--- config.mk ---
export PLATFORM = sky130hd
export DESIGN_NAME = eocc_cell
export DESIGN_NICKNAME = d
export VERILOG_FILES = /design/src/rtl/eocc_cell.sv
export SDC_FILE = /design/constraint.sdc
export NUM_CORES = 1
export LEC_CHECK = 0
export ABC_CLOCK_PERIOD_IN_PS = 3700
export BUFFER_PORTS_ARGS = -buffer_cell sky130_fd_sc_hd__buf_2
export CELL_PAD_IN_SITES_DETAIL_PLACEMENT = 1
export CELL_PAD_IN_SITES_GLOBAL_PLACEMENT = 2
export CORE_UTILIZATION = 26
export DETAILED_ROUTE_END_ITERATION = 7
export PLACE_DENSITY_LB_ADDON = 0.15
export SLEW_MARGIN = 0
export SYNTH_ARGS = -nofsm -noshare
export SYNTH_HDL_FRONTEND = slang
export SYNTH_SLANG_ARGS = --single-unit
--- constraint.sdc ---
create_clock -name clk_i -period 3.7 [get_ports clk_i]
set_clock_uncertainty 0.05 [all_clocks]
set_input_delay 0.74 -clock clk_i [delete_from_list [all_inputs] [get_ports clk_i]]
set_output_delay 0.74 -clock clk_i [all_outputs]
set_load 0.005 [all_outputs]
--- src/rtl/eocc_cell.sv ---
// ----------------------------------------------------------------------------
// eocc_cell
// One obstacle slot of the ring: loads a written obstacle or takes its
// neighbor's obstacle while a check rotates the ring.
// ----------------------------------------------------------------------------
module eocc_cell #(
  parameter int W = 64
) (
  input  logic         clk_i,
  input  logic         wr_en_i,
  input  logic [W-1:0] wr_data_i,
  input  logic         shift_en_i,
  input  logic [W-1:0] shift_data_i,
  output logic [W-1:0] data_o
);

  logic [W-1:0] obst_q;
  logic [W-1:0] obst_d;

  // Load a write, advance during a scan, otherwise hold
  always_comb begin
    obst_d = obst_q;
    if (wr_en_i) begin
      obst_d = wr_data_i;
    end else if (shift_en_i) begin
      obst_d = shift_data_i;
    end
  end

  always_ff @(posedge clk_i) begin
    obst_q <= obst_d;
  end

  assign data_o = obst_q;

endmodule

==> impl_results.md <==
* Outcome: finished, final reports clean
* # diodes at 0
* Clk root buf: clkbuf_8
* Total negative slack at 0 ns
* CP max FO at 48
* Syn Nets at 267
* WS Path Type: input pin to flip-flop
* CORE AREA at 0.0108 mm^2
* I/O Pins at 195
* Vias in the first global route at 2,145
* Clk buf depth at 2
* Largest net degree at the start of global routing at 49
* RSZ-0062 raised after global routing: false
* Drt total wl at 7190 um
* Placer Congestion at 0.661
* Vias at 1,984
* Initial antenna violation count at 0
* Clk slew on worst S/H paths at 0.07 ns
* Final hold vios at 0
* Worst path max stage delay at 0.46 ns
* CP endpoint kind: flip-flop
* Slowest CP cell: or2_2
* Pwr Total at 1.76 mW
* # hold bufs at CTS at 0
* # rows at 38
* Grt total ovfl at 0
* DP Wirelength at 5560 um
* CTS tree: yes
* CP top delay family: buffers and inverters
* FF+latch count, synth at 64
* Post-route clock period utilization at 0.509
* Synth Cell Area at 0.00291 mm^2
* VDD IR-drop max at 0.170 mV
* CTS sink count at 64
* Number of vias per cell at 4.12
* Worst path cell trace: buf_4 > or2_2 > buf_12
* Slew Viols, Final at 0
* Worst Tran Pin Value at 0.433 ns
* P&R area growth vs syn at 44.7%
* Mapped Cells at 136
* Leakage power at 1.99 nW
* Worst EP arrival at 1.84 ns
* WP data required at 3.65 ns
* Min-Delay Path Class: input pin to flip-flop
* Fin nets at 468
* Synth warn at 0
* Post-synthesis sequential area ratio at 0.661
* TritonRoute pass-1 iters at 4
* Worst path bufs/invs at 2
* Worst rel slew slack at 0.712
* Overall routing resource usage at 0.127
* Final core occ at 0.388
* Max-cap violations at 0
* Fill cells at 1,177
* First-pass GRT wire length at 10,900 um
* Share of cells above drive strength 1 at 0.804
* Fmax at 0.531 GHz
* Multi-input logic area at 911 um^2
* Type of origin of the critical path: input pin
* DRC viols at 0
* Worst setup path end: data_o[30]$_DFFE_PP_
* PD cells at 419 mW/mm^2
* Die area at 0.0116 mm^2
* Count of cell types in the netlist at 6
* DR WL/cell at 14.9 um
* # port buffers at 194
* Syn Area/Cell at 21.4 um^2
* Die width at 108 um
* Detail Route Antenna Nets at 0
* Post-CTS setup buffer count at 0
* Setup violations, final at 0
* CTS buffer count at 9
* Largest register FFs at 64
* Number of H-tree levels at 3
* Initial Util at 0.268
* Initial detailed-routing violation count at 21
* CTS resizes at 0
* Crit path from: wr_en_i
* FF+latch area at 0.00192 mm^2
* Crit path time final at 1.88 ns
* Hold slack at 0.652 ns
* Die Y at 108 um
* WP depth at 3
==> cell type report <==
type	count	share of cell area
clock buffers	11	0.0312
clock inverters	5	0.0137
multi-input cells	65	0.217
flip-flops and latches	64	0.457
well taps	140	0.0417
repair buffers	197	0.240
==> cell families (layout without fill, tap and decap cells) <==
family,after synthesis,count (layout),share of synthesized area
buf+inv,7,213,0.0250
flops,64,64,0.661
simple gates,1,1,0.00215
mux,64,64,0.311
==> through the flow <==
stage          setup slack [ns]  cells  instance area [um^2]
6_report                   1.82    482                  4210
3_5_place_dp               1.45    466                  4020
5_1_grt                    1.75    482                  4210
4_1_cts                    1.81    482                  4210
2_1_floorplan             0.736    136                  2910
3_3_place_gp               1.46    466                  4020
==> report_power, final <==
part | internal [mW] | switching (mW)
clock network | 0.310 | 0.262
logic | 0.175 | 0.108
registers | 0.890 | 0.0185
==> per-layer routing <==
layer | wire length [um] | GRT usage | part of all wire
met1 | 2890 | 0.147 | 0.40
met2 | 3300 | 0.200 | 0.46
met3 | 883 | 0.0569 | 0.12
met4 | 124 | 0.0587 | 0.017
met5 | 0 | 0 | 0
==> synth_stat cells <==
cell type	n	area [um^2]
edfxtp_1	64	1920
mux2_2	15	169
mux2_4	49	736
buf_6	6	67.6
buf_2	1	5.00
or2_1	1	6.26
==> worst min path at each step <==
| stage | start | to | slack, ns | cells past startpoint |
|---|---|---|---|---|
| 3_3_place_gp | wr_data_i[37] | data_o[37]$_DFFE_PP_ | 0.99 | 2 |
| 2_1_floorplan | wr_data_i[12] | data_o[12]$_DFFE_PP_ | 0.91 | 1 |
| 3_5_place_dp | wr_data_i[30] | data_o[30]$_DFFE_PP_ | 0.99 | 2 |
| 4_1_cts | shift_data_i[45] | data_o[45]$_DFFE_PP_ | 0.63 | 2 |
| 5_1_grt | wr_data_i[15] | data_o[15]$_DFFE_PP_ | 0.63 | 2 |
| 6_report | shift_data_i[48] | data_o[48]$_DFFE_PP_ | 0.65 | 2 |
==> cell usage in the layout (no fill, tap or decap) <==
cell,instances
buf_12,1
buf_2,193
buf_4,3
bufinv_16,1
clkbuf_1,2
clkbuf_8,9
clkinv_1,1
clkinv_4,1
clkinvlp_4,2
edfxtp_1,64
mux2_2,15
mux2_4,49
or2_2,1
(Power assumes the default switching activity.)
