--- config.mk ---
export PLATFORM = sky130hd
export DESIGN_NAME = eocc_side
export DESIGN_NICKNAME = d
export VERILOG_FILES = /design/src/rtl/eocc_side.sv
export SDC_FILE = /design/constraint.sdc
export NUM_CORES = 2
export LEC_CHECK = 0
export BUFFER_PORTS_ARGS = -buffer_cell sky130_fd_sc_hd__buf_2
export CAP_MARGIN = 20
export CORE_ASPECT_RATIO = 0.6
export CORE_UTILIZATION = 45
export DETAILED_ROUTE_END_ITERATION = 12
export PLACE_DENSITY_LB_ADDON = 0.15
export SLEW_MARGIN = 25
export SYNTH_ARGS = -nofsm -noshare
export SYNTH_HDL_FRONTEND = slang
export SYNTH_SLANG_ARGS = --single-unit
--- constraint.sdc ---
create_clock -name clk_i -period 14.1 [get_ports clk_i]
set_input_delay 0 -clock clk_i [delete_from_list [all_inputs] [get_ports clk_i]]
set_output_delay 0 -clock clk_i [all_outputs]
set_load 0.02 [all_outputs]
--- src/rtl/eocc_side.sv ---
// ----------------------------------------------------------------------------
// eocc_side
// Exact crossing test of a segment against one vertical rectangle side.
// Horizontal sides use the same test with x and y swapped by the caller.
// Three stages: products, cross terms, range compare.
// ----------------------------------------------------------------------------
module eocc_side #(
  parameter int DW = 17
) (
  input  logic                 clk_i,
  input  logic signed [DW-1:0] sx_i,   // segment direction x
  input  logic signed [DW-1:0] sy_i,   // segment direction y
  input  logic signed [DW-1:0] ox_i,   // segment start minus side start, x
  input  logic signed [DW-1:0] oy_i,   // segment start minus side start, y
  input  logic signed [DW-1:0] ey_i,   // side extent along y
  output logic                 hit_o
);

  localparam int PW = 2 * DW;

  logic signed [PW-1:0] m0_q, m1_q, m2_q, m3_q;
  logic signed [PW-1:0] d_q, q1_q, q2_q;
  logic                 hit_q;
  logic                 hit_d;

  // True when q/d lies in [0,1]; d is known nonzero
  function automatic logic ratio_ok(input logic signed [PW-1:0] q,
                                    input logic signed [PW-1:0] d);
    logic q_ge0;
    logic q_le0;
    begin
      q_ge0 = ~q[PW-1];
      q_le0 = q[PW-1] | (q == '0);
      if (~d[PW-1]) begin
        ratio_ok = q_ge0 & (q <= d);
      end else begin
        ratio_ok = q_le0 & (q >= d);
      end
    end
  endfunction

  // Stage 1: products (the side has no x extent)
  always_ff @(posedge clk_i) begin
    m0_q <= sx_i * ey_i;
    m1_q <= ox_i * ey_i;
    m2_q <= oy_i * sx_i;
    m3_q <= ox_i * sy_i;
  end

  // Stage 2: d = s x e, q1 = -(ox*ey), q2 = s x o
  always_ff @(posedge clk_i) begin
    d_q  <= m0_q;
    q1_q <= -m1_q;
    q2_q <= m2_q - m3_q;
  end

  // Stage 3: both ratios inside the unit interval
  always_comb begin
    hit_d = (d_q != '0) & ratio_ok(q1_q, d_q) & ratio_ok(q2_q, d_q);
  end

  always_ff @(posedge clk_i) begin
    hit_q <= hit_d;
  end

  assign hit_o = hit_q;

endmodule

==> out/results.ini <==
[yosys]
synth_warnings = 0
synth_nets = 7262
ys_types = 65
synth_xor_area_frac = 0.0343
synth_top_family_by_area = adder cells
synth-simple-area-share = 0.147
synth_edf_count = 0
synth_seq_cells = 239
synthArstFlopShare = 0
synth_ff_type = dfxtp_1
synth_mux_area_frac = 0
synthAdderAreaFrac = 0.562
ys_seq_area_frac = 0.0919
synth_compound_area_frac = 0.0546
synthesis.instances = 5549
avgSynthCellArea_sq_um = 9.38
synth_area_sq_um = 52100

[worst_hold_path]
hp-class = input pin to flip-flop
min-delay-start = sx_i[0]

[setup_path]
arrival_ns = 7.18
cp_max_fo = 18
crit_buf_inv = 5
crit_top_cell = fa_1
slowest_stage = dlygate4sd3_1
rr_startpoint = d_q[3]
startpoint = oy_i[0]
worst-endpoint-required_ns = 14.56
path_delay_family = adder cells
crit_path_start_kind = input pin
crit_chain = dlygate4sd3_1 -> buf_2 -> nand2b_1 -> fa_1 -> fa_1 -> inv_1 -> fa_1 -> fa_1 -> fa_1 -> inv_1 -> fa_1 -> inv_1 -> ha_1 -> nand4_1 -> nor2_1 -> a211o_1 -> a41oi_2 -> o221ai_1 -> o31ai_2 -> a311oi_1 -> nand4_1 -> o41ai_1 -> nor4b_1
max_stage_delay_ns = 0.52
end_kind = flip-flop
critical_path_class = input pin to flip-flop

[detailed_routing]
routed_wl_um = 136000
drt_first_pass_iters = 5
drtAntennaViolNets = 0
num_vias = 35800
drt_iter0_markers = 2298
drc = 0
vias_per_cell = 5.08
avgRoutedWirePerCell_um = 19.3

[final_layout]
fin_nets = 7210
synthToLayoutAreaGrowth_pct = 5.13
nFillCells = 11000
fin_cells = 7036
layout-drive-gt1-share = 0.0317

[floorplan]
rows = 96
ios = 87
core_area_sq_um = 114000
die_x_um = 441
die_h_um = 266
start_util = 0.455
die-area_sq_um = 117000

[grt]
grt_max_degree = 35
grt_use_met1 = 0.407
grt_pass1_vias = 38300
gr-usage-all-layers = 0.246
grt_pass1_wl_um = 223000
grtUsageMet3 = 0.0591
antenna_found_initial = 9
grt_overflow = 0
gr-max-usage-layer = met1
grtUsageMet2 = 0.321

[place]
placed_cells = 6987
portBuffers = 86
hpwl_um = 108000
post-place-ws_ns = 7.06
place_congestion = 0.944

[cts]
clk_path_buf_depth = 3
ctsHoldBuffers = 2
cts_resized = 0
tritoncts_num_sinks = 239
clock_latency_ns = 0.58
cts_made_buffers = 24
cts_setup_buffers = 0
htree_levels = 1
cts_root_buffer = clkbuf_16
cts_tree = done
clkTransAtPathRegs_ns = 0.08

[sta]
tns_ns = 0
period_share = 0.477
rsz0062_at_grt = false
setup_violations = 0
fmax_mhz = 149
hold_viol_final = 0
fin_ws_ns = 7.38
relSlewSlack = 0.175
skew_ns = 0.0292
period_minus_slack_ns = 6.72
worst_pin_slew_ns = 1.23
finalMaxSlewViolations = 0

[outcome]
status = complete, no violations

[flow_run]
cap_viol_max_count = 0

==> metrics by stage <==
| step | hold WS, ns | utilization | instance area, sq um |
|---|---|---|---|
| after detailed placement | 0.312 | 0.471 | 53900 |
| after global routing | 0.0425 | 0.478 | 54800 |
| after CTS | 0.0105 | 0.478 | 54700 |
| after global placement | 0.312 | 0.471 | 53900 |
| after floorplan | 0.127 | - | 52100 |
| final | 0.0312 | 0.478 | 54800 |
==> final timing paths <==
check	to	slack, ns	cells after the start
worst min-delay path	m2_q[0]	0.03	3
worst max-delay path	m2_q[33]	7.38	23
worst max register to register	hit_o	10.23	13
worst min register to register	d_q[16]	0.33	0
==> cell usage after synthesis, drive strengths merged (20+ instances only) <==
cell    instances  share of area
inv          1334          0.096
fa           1185           0.46
nand2         582          0.042
and2          577          0.069
ha            442           0.11
dfxtp         239          0.092
clkbuf        192          0.014
xnor2         155          0.026
nor2          139          0.010
a21oi         137          0.013
a21o           88          0.013
o21ai          70         0.0067
xor2           49         0.0082
nand2b         44         0.0053
nor4           32         0.0038
nand3          27         0.0026
nand4          26         0.0031
nor2b          21         0.0027
nor3           21         0.0020
o21a           20         0.0029
==> final cells by class <==
cell class                 instances  area (sq um)  area share
clock buffer                      29           639      0.0117
clock inverter                    12           164     0.00299
multi-input combinational       3782         41600       0.759
sequential                       239          4780      0.0874
tap                             1519          1900      0.0347
timing repair buffer             116           673      0.0123
antenna                            5          12.5    0.000229
inverter                        1334          5010      0.0915
==> layer usage <==
metal / vias to the layer above / routed length [um]
met1: 18300 / 71500
met2: 1020 / 51100
li1: 16300 / -
met4: 4 / 1900
met5: - / 24
met3: 82 / 11400
==> kinds of logic after synthesis <==
family | count (synthesis)
flip-flops | 239
AND/OR/NAND/NOR | 1516
buffers and inverters | 1528
AO/OA/AOI/OAI | 435
adder cells (fa/ha/maj) | 1627
XOR/XNOR | 204
==> worst reg2reg max path, stage by stage (launching register included) <==
cell	delay, ns
dfxtp_1	0.71
inv_1	0.15
ha_1	0.35
and4_1	0.26
o21ai_0	0.12
a21oi_1	0.09
a2111oi_0	0.77
o21ai_0	0.32
a21oi_1	0.26
o21bai_1	0.09
a311oi_1	0.22
o211ai_1	0.12
o21ai_0	0.12
buf_4	0.23
==> registers in the layout (all words and copies together), names as in the netlist <==
signal and cells:
m0_q 34, d_q 34, m1_q 34, m2_q 34, q1_q 34, q2_q 34
hit_o 1, m3_q 34
==> cell usage in the layout (no fill, tap or decap), types with 5 or more instances in the layout <==
cell type,count
inv_1,1334
fa_1,1185
nand2_1,581
and2_1,577
ha_1,442
dfxtp_1,239
xnor2_1,155
nor2_1,139
a21oi_1,137
a21o_1,88
buf_2,86
o21ai_0,69
xor2_1,49
nand2b_1,44
nor4_1,30
nand3_1,27
buf_4,27
nand4_1,26
clkbuf_16,24
nor3_1,21
o21a_1,20
nor2b_1,20
o211ai_1,17
o21bai_1,17
a31oi_1,13
and3_1,12
a211oi_1,10
or3_1,10
a211o_1,7
or2_2,7
a21boi_0,7
diode_2,5
a221o_1,5
nand3b_1,5
Power is left out: the tool's default activity adds up to more than one toggle a clock period on the data nets, which glitch-free logic cannot reach.
